**src/rtl/sfr_pkg.sv**
```systemverilog
`default_nettype none
package sfr_pkg;

  localparam int unsigned IDX_W = 6;
  localparam int unsigned HDR_BYTES = 4;

  localparam logic [7:0] HDR_FIRST = 8'hAA;
  localparam logic [7:0] HDR_SECOND = 8'hAF;
  localparam logic [7:0] FUNC_LIMIT = 8'hF1;

  typedef enum logic [2:0] {
    PH_WAIT_AA,
    PH_WAIT_AF,
    PH_WAIT_FUNC,
    PH_WAIT_LEN,
    PH_PAYLOAD,
    PH_TRAILER,
    PH_DUMP
  } phase_t;

  typedef struct packed {
    logic             go;
    logic [IDX_W-1:0] last_idx;
  } dump_cmd_t;

endpackage
`default_nettype wire

```
**src/rtl/sfr_ram.sv**
```systemverilog
`default_nettype none
module sfr_ram #(
  parameter int unsigned WIDTH = 8,
  parameter int unsigned DEPTH = 54
) (
  input  wire logic                     clk,
  input  wire logic                     we,
  input  wire logic [$clog2(DEPTH)-1:0] waddr,
  input  wire logic [WIDTH-1:0]         wdata,
  input  wire logic                     re,
  input  wire logic [$clog2(DEPTH)-1:0] raddr,
  output logic      [WIDTH-1:0]         rdata
);

  logic [WIDTH-1:0] mem [DEPTH];

  always_ff @(posedge clk) begin
    if (we) begin
      mem[waddr] <= wdata;
    end
    if (re) begin
      rdata <= mem[raddr];
    end
  end

endmodule
`default_nettype wire

```
**src/rtl/sfr_dump.sv**
```systemverilog
`default_nettype none
module sfr_dump #(
  parameter int unsigned AW = 6
) (
  input  wire logic                    clk,
  input  wire logic                    rst_n,
  input  wire sfr_pkg::dump_cmd_t      cmd,
  input  wire logic                    out_ready,
  output logic                         re,
  output logic [AW-1:0]                raddr,
  output logic                         out_valid,
  output logic [sfr_pkg::IDX_W-1:0]    out_byte_index,
  output logic                         out_last_byte,
  output logic                         done
);
  import sfr_pkg::*;

  logic [IDX_W-1:0] next_idx_r, next_idx_nxt;
  logic [IDX_W-1:0] last_idx_r, last_idx_nxt;
  logic [IDX_W-1:0] out_idx_r, out_idx_nxt;
  logic             issued_all_r, issued_all_nxt;
  logic             active_r, active_nxt;
  logic             out_valid_r, out_valid_nxt;
  logic             out_last_r, out_last_nxt;
  logic             issue;

  assign issue = active_r && !issued_all_r && (!out_valid_r || out_ready);
  assign re = issue;
  assign raddr = next_idx_r[AW-1:0];
  assign done = out_valid_r && out_ready && out_last_r;

  always_comb begin
    next_idx_nxt = next_idx_r;
    last_idx_nxt = last_idx_r;
    out_idx_nxt = out_idx_r;
    issued_all_nxt = issued_all_r;
    active_nxt = active_r;
    out_valid_nxt = out_valid_r;
    out_last_nxt = out_last_r;
    if (cmd.go) begin
      next_idx_nxt = '0;
      last_idx_nxt = cmd.last_idx;
      issued_all_nxt = 1'b0;
      active_nxt = 1'b1;
    end else if (issue) begin
      out_valid_nxt = 1'b1;
      out_idx_nxt = next_idx_r;
      out_last_nxt = (next_idx_r == last_idx_r);
      next_idx_nxt = next_idx_r + IDX_W'(1);
      issued_all_nxt = (next_idx_r == last_idx_r);
    end else if (out_valid_r && out_ready) begin
      out_valid_nxt = 1'b0;
      if (out_last_r) begin
        active_nxt = 1'b0;
      end
    end
  end

  always_ff @(posedge clk) begin
    if (!rst_n) begin
      active_r <= 1'b0;
      out_valid_r <= 1'b0;
      issued_all_r <= 1'b0;
    end else begin
      active_r <= active_nxt;
      out_valid_r <= out_valid_nxt;
      issued_all_r <= issued_all_nxt;
    end
  end

  always_ff @(posedge clk) begin
    next_idx_r <= next_idx_nxt;
    last_idx_r <= last_idx_nxt;
    out_idx_r <= out_idx_nxt;
    out_last_r <= out_last_nxt;
  end

  assign out_valid = out_valid_r;
  assign out_byte_index = out_idx_r;
  assign out_last_byte = out_last_r;

endmodule
`default_nettype wire

```
**src/rtl/serial_frame_receiver.sv**
```systemverilog
`default_nettype none
// Serial frame receiver: takes received bytes one beat at a time and stores
// frames of the form 0xAA, 0xAF, function (1..240), length L (0..MAX_PAYLOAD),
// L payload bytes and one unchecked trailer byte in a single frame RAM.
// Bytes that do not fit while waiting for a header, function or length byte
// are dropped. Input is ready in every phase through the trailer. After the
// trailer beat the block stops accepting input and reads the frame back out
// of the RAM, L + 5 output beats with byte_index from 0 and last_byte on the
// trailer; the RAM read is registered, then without backpressure the readout
// gives one beat per cycle, set by the RAM's single read port. Input is
// accepted again in the cycle after the last beat is taken.
module serial_frame_receiver #(
  parameter int unsigned MAX_PAYLOAD = 49
) (
  input  wire logic       clk,
  input  wire logic       rst_n,
  input  wire logic       in_valid,
  output logic            in_ready,
  input  wire logic [7:0] in_rx_byte,
  output logic            out_valid,
  input  wire logic       out_ready,
  output logic [7:0]      out_frame_byte,
  output logic [5:0]      out_byte_index,
  output logic            out_last_byte
);
  import sfr_pkg::*;

  localparam int unsigned STORE_DEPTH = MAX_PAYLOAD + HDR_BYTES + 1;
  localparam int unsigned AW = $clog2(STORE_DEPTH);

  phase_t          phase_r, phase_nxt;
  logic [AW-1:0]   rem_r, rem_nxt;
  logic [AW-1:0]   pcnt_r, pcnt_nxt;
  logic            acc;
  logic [7:0]      b;
  logic [AW-1:0]   pos;
  logic            we;
  logic [AW-1:0]   waddr;
  logic            re;
  logic [AW-1:0]   raddr;
  logic            dump_done;
  dump_cmd_t       cmd;

  assign in_ready = (phase_r != PH_DUMP);
  assign acc = in_valid && in_ready;
  assign b = in_rx_byte;
  assign pos = AW'(HDR_BYTES) + pcnt_r;

  // next phase
  always_comb begin
    phase_nxt = phase_r;
    unique case (phase_r)
      PH_WAIT_AA: if (acc && b == HDR_FIRST) phase_nxt = PH_WAIT_AF;
      PH_WAIT_AF: if (acc && b == HDR_SECOND) phase_nxt = PH_WAIT_FUNC;
      PH_WAIT_FUNC: if (acc && b != 8'd0 && b < FUNC_LIMIT) phase_nxt = PH_WAIT_LEN;
      PH_WAIT_LEN: begin
        if (acc && b <= 8'(MAX_PAYLOAD)) begin
          phase_nxt = (b == 8'd0) ? PH_TRAILER : PH_PAYLOAD;
        end
      end
      PH_PAYLOAD: if (acc && rem_nxt == '0) phase_nxt = PH_TRAILER;
      PH_TRAILER: if (acc) phase_nxt = PH_DUMP;
      PH_DUMP: if (dump_done) phase_nxt = PH_WAIT_AA;
      default: phase_nxt = PH_WAIT_AA;
    endcase
  end

  // store writes, counters and readout start
  always_comb begin
    we = 1'b0;
    waddr = '0;
    rem_nxt = rem_r;
    pcnt_nxt = pcnt_r;
    cmd.go = 1'b0;
    cmd.last_idx = IDX_W'(pos);
    unique case (phase_r)
      PH_WAIT_AA: begin
        we = acc && b == HDR_FIRST;
        waddr = AW'(0);
      end
      PH_WAIT_AF: begin
        we = acc && b == HDR_SECOND;
        waddr = AW'(1);
      end
      PH_WAIT_FUNC: begin
        we = acc && b != 8'd0 && b < FUNC_LIMIT;
        waddr = AW'(2);
      end
      PH_WAIT_LEN: begin
        we = acc && b <= 8'(MAX_PAYLOAD);
        waddr = AW'(3);
        if (we) begin
          rem_nxt = b[AW-1:0];
          pcnt_nxt = '0;
        end
      end
      PH_PAYLOAD: begin
        we = acc;
        waddr = pos;
        rem_nxt = (rem_r != '0) ? rem_r - AW'(1) : rem_r;
        if (acc) begin
          if (pcnt_r < AW'(MAX_PAYLOAD)) pcnt_nxt = pcnt_r + AW'(1);
        end else begin
          rem_nxt = rem_r;
        end
      end
      PH_TRAILER: begin
        we = acc;
        waddr = pos;
        cmd.go = acc;
      end
      PH_DUMP: begin
        we = 1'b0;
      end
      default: begin
        we = 1'b0;
      end
    endcase
  end

  always_ff @(posedge clk) begin
    if (!rst_n) begin
      phase_r <= PH_WAIT_AA;
      rem_r <= '0;
      pcnt_r <= '0;
    end else begin
      phase_r <= phase_nxt;
      rem_r <= rem_nxt;
      pcnt_r <= pcnt_nxt;
    end
  end

  sfr_ram #(
    .WIDTH(8),
    .DEPTH(STORE_DEPTH)
  ) u_store (
    .clk   (clk),
    .we    (we),
    .waddr (waddr),
    .wdata (b),
    .re    (re),
    .raddr (raddr),
    .rdata (out_frame_byte)
  );

  sfr_dump #(
    .AW(AW)
  ) u_dump (
    .clk            (clk),
    .rst_n          (rst_n),
    .cmd            (cmd),
    .out_ready      (out_ready),
    .re             (re),
    .raddr          (raddr),
    .out_valid      (out_valid),
    .out_byte_index (out_byte_index),
    .out_last_byte  (out_last_byte),
    .done           (dump_done)
  );

endmodule
`default_nettype wire

```
**config.mk**
```make
export PLATFORM = sky130hd
export DESIGN_NAME = serial_frame_receiver
export DESIGN_NICKNAME = d
export VERILOG_FILES = /design/src/rtl/sfr_pkg.sv /design/src/rtl/sfr_ram.sv /design/src/rtl/sfr_dump.sv /design/src/rtl/serial_frame_receiver.sv
export SDC_FILE = /design/constraint.sdc
export NUM_CORES = 1
export LEC_CHECK = 0
export ABC_AREA = 1
export BUFFER_PORTS_ARGS = -buffer_cell sky130_fd_sc_hd__buf_2
export CORE_MARGIN = 2
export CORE_UTILIZATION = 25
export CTS_CLUSTER_SIZE = 30
export DETAILED_ROUTE_END_ITERATION = 10
export PLACE_DENSITY = 0.4
export SETUP_SLACK_MARGIN = 0.2
export SYNTH_ARGS = -nofsm -noshare
export SYNTH_HDL_FRONTEND = slang
export SYNTH_SLANG_ARGS = --single-unit
```
**constraint.sdc**
```tcl
create_clock -name clk -period 3.8 [get_ports clk]
set_input_delay 0.19 -clock clk [delete_from_list [all_inputs] [get_ports clk]]
set_output_delay 0.19 -clock clk [all_outputs]
set_load 0.005 [all_outputs]
```
==> metrics.md, run 1 <==
| Metric | Value |
|---|---|
| P per Cell Area | ~700 mW/mm^2 |
| Cts bufs inserted | 54 |
| Post-synthesis sequential area ratio | between 70% and 80% |
| Critical path launch point type | flop |
| Initial core utilization | about a quarter |
| Critical Path RT | approximately 4.0 ns |
| Vias in the first global route | between 10,000 and 15,000 |
| Hold Path Class | primary input to flop |
| Row cnt | roughly 100 |
| DR pass1 iterations | 7 |
| Largest net degree at the start of global routing | ~150 |
| Achievable Freq | between 300 and 400 MHz |
| I/O pin cnt | 29 |
| P_leak | between 7 and 8 nW |
| Fin crit period | 3.075 ns |
| Post-Layout Cell Count | ~2,700 |
| Global-route wire length before repair | roughly 90 mm |
| Vias | 13,030 |
| Worst Setup End Kind | flop |
| Synthesized flop and latch total | roughly 480 |
| Worst VDD drop | roughly 0.41 mV |
| CP Class | flop to flop |
| Status | completed |
| Post-CTS Setup Inserts | 0 |
| Cell Area, Placed | between 0.02 and 0.025 mm^2 |
| Core Region | approximately 0.077 mm^2 |
| Synth Area in Simple Gates | between 10 and 15% |
| Multiplexer share of the synthesized area | 0% |
| Initial antenna violation count | 4 |
| Initial DRC Count | roughly 1,000 |
| Least-Margin Pin Slew | 1.023 ns |
| Post-Synth Adder-Cell Area | less than 1% |
| Clk sinks | between 400 and 500 |
| WL final | roughly 60 mm |
| Most frequent CP cell | nor2_1 |
| Slowest cell on the critical path | nor2_1 |
| DR WL/cell | ~22 um |
| Post-DP HPWL | approximately 36 mm |
| Critical path cell sequence | nand2_2 > nor2_2 > nor2_4 > nand3_2 > nor2_1 > a21oi_1 > nand4_2 > nand4_1 > buf_4 > nor2_1 |
| Commonest non-fill, non-tap cell in the layout | edfxtp_1 |
| Sequential Area | approximately 0.014 mm^2 |
| Die W | about 280 um |
| P&R area growth vs syn | 17.10% |
| YS warnings | 0 |
| Fin area | about 0.023 mm^2 |
| Share of cells above drive strength 1 | 10.66% |
| Final Hold Viols | 0 |
| Placed Instances | between 2,000 and 3,000 |
| Final setup fails | 0 |
| Root buf cell | clkbuf_16 |
| Xor/xnor cell area share of the yosys netlist | less than 1% |
| Setup tns final | 0 ns |
| Clock buffer depth | 3 |
| Largest family of logic cells by synthesized area | simple AND/OR/NAND/NOR gates |
| MaxCap Viol Count | 0 |
| Part of the cycle the worst path needs | about four fifths |
| Final net count | around 1,700 |
| Final core occ | 29.43% |
| Commonest non-fill, non-tap cells in the layout | edfxtp_1, nor2_1, o21ai_0, nand2_1, o22ai_1 |
| Fin. max-slew vios | 0 |
| Number of distinct library cells after synthesis | 36 |
| Arrival time worst endpoint | 3.30 ns |
| Reg clk slew, reported paths | roughly 0.060 ns |
| Pre-CTS worst setup slack | slightly above 0.7 ns |
| Slowest cell delay on critical path | around 0.78 ns |
| Cell Area, Synth | just under 0.02 mm^2 |
| Gr ovfl total | 0 |
| CTS tree | done |
| Synth Instances | between 1,500 and 2,000 |
| Global placement routability congestion | between 0.7 and 0.8 |
| Synth Area in Compound Gates | a little under an eighth |
| Clk_skew | ~0.025 ns |
| Post-Syn Nets | ~1,600 |
| GRT Util Overall | between 10% and 20% |
| H-Tree Depth | 2 |
| Port Buffer Count | 28 |
| Mean Syn Cell Area | ~12 um^2 |
| Slew margin rel. | between 30% and 40% |
| CP max FO | 14 |
| Unrepaired setup endpoints after global routing | no |
| Worst-Skew Late Latency | ~0.61 ns |
| Die extent in y | about 280 um |
| Routed Antenna Nets | 0 |
| Fin worst setup slack | 0.7251 ns |
| Multi-input logic area | around 0.0047 mm^2 |
| Die area | 0.07973 mm^2 |
| Drt drc | 0 |
| Filler instances | just under 8,000 |
| Vias/cell | 4.789 |
[registers in the layout (all words and copies together), names as in the netlist, 3 cells and up]
name                   count
u_dump.out_byte_index      6
u_dump.last_idx_r          6
phase_r                    3
u_store.mem              432
u_store.rdata              8
pcnt_r                     6
rem_r                      6
u_dump.raddr               6
[logic make-up after synthesis]
group / count (synthesis)
AO/OA/AOI/OAI: 389
flip-flops: 477
XOR/XNOR: 3
buffers and inverters: 143
AND/OR/NAND/NOR: 568
adder cells (fa/ha/maj): 7
[power by group]
group	internal (W)	switching, W
registers	0.00597	0.000163
logic	0.00135	0.00358
clock network	0.00304	0.00213
total	0.0104	0.00587
[through the flow]
step | hold slack (ns) | total power, W
4_1_cts | 0.001020 | 0.01643
3_5_place_dp | 0.4901 | 0.01120
3_3_place_gp | 0.4880 | 0.01125
5_1_grt | 0.05683 | 0.01708
6_report | 0.04666 | 0.01623
2_1_floorplan | 0.2876 | 0.009130
[per-layer routing]
layer  GRT usage [%]  vias to the layer above  share of wire (%)
li1                -                     5969                  -
met1           20.64                     6570                 45
met2           23.74                      389                 46
met3           3.172                       94                6.2
met4           4.667                        4                2.9
met5               0                        -              0.048
[synth_stat cells]
cell | n | share of area [%]
a211o_1 | 1 | 0.045
a211oi_1 | 3 | 0.12
a21oi_1 | 25 | 0.65
a22oi_1 | 1 | 0.039
a31oi_1 | 8 | 0.26
a32o_1 | 3 | 0.16
buf_1 | 3 | 0.058
buf_2 | 9 | 0.23
buf_6 | 1 | 0.058
clkbuf_1 | 76 | 1.5
clkinv_1 | 2 | 0.039
dfxtp_1 | 24 | 2.5
edfxtp_1 | 453 | 70
ha_1 | 7 | 0.45
inv_1 | 47 | 0.91
inv_2 | 5 | 0.097
nand2_1 | 120 | 2.3
nand2_2 | 5 | 0.16
nand3_1 | 59 | 1.5
nand3_2 | 1 | 0.052
nand4_1 | 35 | 1.1
nand4_2 | 1 | 0.065
nor2_1 | 328 | 6.4
nor2_2 | 2 | 0.065
nor2_4 | 3 | 0.17
nor3_1 | 8 | 0.21
nor4_1 | 4 | 0.13
o2111ai_1 | 1 | 0.045
o211a_1 | 1 | 0.052
o211ai_1 | 14 | 0.54
o21ai_0 | 232 | 6.0
o221ai_1 | 36 | 1.6
o22ai_1 | 63 | 2.0
o31ai_1 | 1 | 0.039
or2_2 | 2 | 0.065
xor2_1 | 3 | 0.14
[path summary, 6_finish.rpt]
check,depth (start not counted),from,slack (ns),end
worst min-delay path,5,in_rx_byte[3],0.05,rem_r[3]
worst min register to register,2,rem_r[1],0.50,rem_r[1]
worst max register to register,10,phase_r[1],0.73,u_store.mem[34][7]
worst max-delay path,10,phase_r[1],0.73,u_store.mem[34][7]
[critical path: cells and delay by family (launching register included)]
family | cells | cell delay [ns]
AND/OR/NAND/NOR | 8 | 1.98
buffers and inverters | 1 | 0.23
flip-flops | 1 | 0.38
AO/OA/AOI/OAI | 1 | 0.09
[layout make-up]
type	instances	area share, %
Clock inverter	30	1.362
Multi-Input combinational cell	967	20.90
Antenna cell	1	0.01103
Sequential cell	477	62.12
Timing Repair Buffer	84	2.692
Clock buffer	67	6.260
Inverter	54	0.9211
Tap cell	1040	5.736
[repair_timing]
item | CTS | global route
hold endpoints to repair | 10 | 1
resized for setup | 0 | 0
hold buffers | 4 | 1
(Power assumes the default switching activity.)
==> run 2: changes to the inputs <==
clock period = 3 ns   (was 3.8 ns; I/O delays follow)
==> run 2 against run 1 <==
Effect of this change: wire length increased by 1.9%; clock skew decreased by 0.0023 ns; sequential power increased by 26%; register-to-register slack got worse by 0.33 ns; non-clock buffer count increased by 8; core utilization increased by 0.81 points; die area unchanged; first-iteration DRC count increased by 9.3%; via count increased by 0.31%; sequential cell count unchanged; count of clock-buffer cells in the layout increased by 2; largest cell class unchanged.
==> metrics.md, run 2 (synthesis gave the netlist of run 1 again) <==
| Metric | Value |
|---|---|
| Fin. max-slew vios | 0 |
| Critical Path RT | ~3.2 ns |
| Global placement routability congestion | between 0.8 and 0.9 |
| DR pass1 iterations | 6 |
| Clk sinks | roughly 480 |
| Vias | around 13,000 |
| Pre-CTS worst setup slack | 0.03060 ns |
| CP Class | flop to flop |
| Die extent in y | 282.4 um |
| Setup tns final | 0 ns |
| Arrival time worst endpoint | roughly 2.8 ns |
| Final Hold Viols | 0 |
| P&R area growth vs syn | 20.31% |
| Achievable Freq | 384.5 MHz |
| Share of cells above drive strength 1 | ~14% |
| P_leak | between 7 and 8 nW |
| Fin area | ~0.023 mm^2 |
| P per Cell Area | around 900 mW/mm^2 |
| R2R setup slack | 0.40 ns |
| Die W | around 280 um |
| Global-route wire length before repair | 89.72 mm |
| Vias/cell | 4.788 |
| Final net count | 1,664 |
| Vias in the first global route | approximately 13,000 |
| CTS tree | done |
| Initial core utilization | between 20% and 30% |
| Clk_skew | 0.02261 ns |
| Row cnt | 102 |
| Initial antenna violation count | 4 |
| Drt drc | 0 |
| Initial DRC Count | between 1,000 and 1,500 |
| Reg clk slew, reported paths | 0.06 ns |
| GRT Util Overall | between 10% and 20% |
| Unrepaired setup endpoints after global routing | yes |
| Top Registers | u_store.mem: 432 flops, u_store.rdata: 8 flops |
| Slew margin rel. | between 40% and 50% |
| Worst VDD drop | around 0.43 mV |
| Post-CTS Setup Inserts | 0 |
| Clock buffer depth | 3 |
| Fin crit period | 2.601 ns |
| Worst-Skew Late Latency | 0.61 ns |
| H-Tree Depth | 2 |
| Cell Area, Placed | roughly 0.021 mm^2 |
| WL final | slightly above 60 mm |
| Worst Setup End Kind | flop |
| Fin worst setup slack | 0.3990 ns |
| Port Buffer Count | 28 |
| Biggest register | u_store.mem |
| Part of the cycle the worst path needs | between 80% and 90% |
| Root buf cell | clkbuf_16 |
| Commonest non-fill, non-tap cells in the layout | edfxtp_1, nor2_1, o21ai_0, nand2_1, o22ai_1 |
| Final setup fails | 0 |
| MaxCap Viol Count | 0 |
| Least-Margin Pin Slew | 0.8281 ns |
| Final core occ | approximately 30% |
| Commonest non-fill, non-tap cell in the layout | edfxtp_1 |
| Routed Antenna Nets | 0 |
| CP max FO | 14 |
| I/O pin cnt | 29 |
| Max FFs per register | around 430 |
| Post-DP HPWL | slightly below 40 mm |
| Cts bufs inserted | 53 |
| Fin Hold WS | approximately 0.09 ns |
| DR WL/cell | 22.46 um |
| Critical path launch point type | flop |
| Hold Path Class | primary input to flop |
| Gr ovfl total | 0 |
| Largest net degree at the start of global routing | about 110 |
| Die area | approximately 0.080 mm^2 |
| Core Region | around 0.077 mm^2 |
| Status | completed |
[run 2: cell types whose count changed in the layout (fill, tap and decap cells not counted), sizes merged]
cell,delta
inv,-1
clkbuf,+2
diode,+1
bufinv,+7
clkinv,-8
buf,+9
dlygate4sd3,-1
[run 2: routing by layer]
metal,wire length (um),vias up,GRT usage [%]
met4,1471,0,4.599
met1,28020,6628,21.38
met5,0,-,0
met3,3266,87,2.123
met2,28540,357,25.02
li1,-,5995,-
[run 2: worst max-delay path, cell delays in order, from the launching register on]
cell and delay, ns:
dfxtp_1 0.38, nand2_2 0.14, nor2_2 0.06, nor2_4 0.29
nand3_2 0.16, nor2_1 0.17, a21oi_1 0.07, nand4_2 0.21
nand4_1 0.17, buf_4 0.24, nor2_2 0.36
[run 2: area by class of cell]
class | count | area [um^2]
clock inverters | 28 | 489.2
inverters | 54 | 209.0
fillers | 7893 | 53780
multi-input cells | 967 | 5056
diodes | 2 | 5.005
well taps | 1040 | 1301
repair buffers | 92 | 768.2
clock buffers | 69 | 1386
flip-flops and latches | 477 | 14090
[run 2: timing repair]
item                       4_1_cts  5_1_grt
setup endpoints to repair      211      432
resized for setup               23       67
hold endpoints to repair        10        0
hold buffers                     4        0
[run 2: where the power goes]
group / switching (W) / internal [W] / leakage, nW / total [W]
sequential: 0.000174 / 0.00756 / 4.27 / 0.00773
combinational: 0.00471 / 0.00179 / 2.18 / 0.00650
clock: 0.00269 / 0.00437 / 0.899 / 0.00706
[run 2: path summary, 6_finish.rpt]
check                              startpoint                  to  cells after the start
worst max-delay path               phase_r[1]  u_store.mem[33][2]                     10
worst max register to register     phase_r[1]  u_store.mem[33][2]                     10
worst min register to register      pcnt_r[5]           pcnt_r[5]                      2
worst min-delay path            in_rx_byte[4]  u_store.mem[48][4]                      2
[run 2: metrics by stage]
stage                     instances  power [W]
after detailed placement       2626    0.01432
after global routing           2727    0.02234
after floorplan                1587    0.01156
after CTS                      2727    0.02146
final                          2729    0.02130
after global placement         2626    0.01441
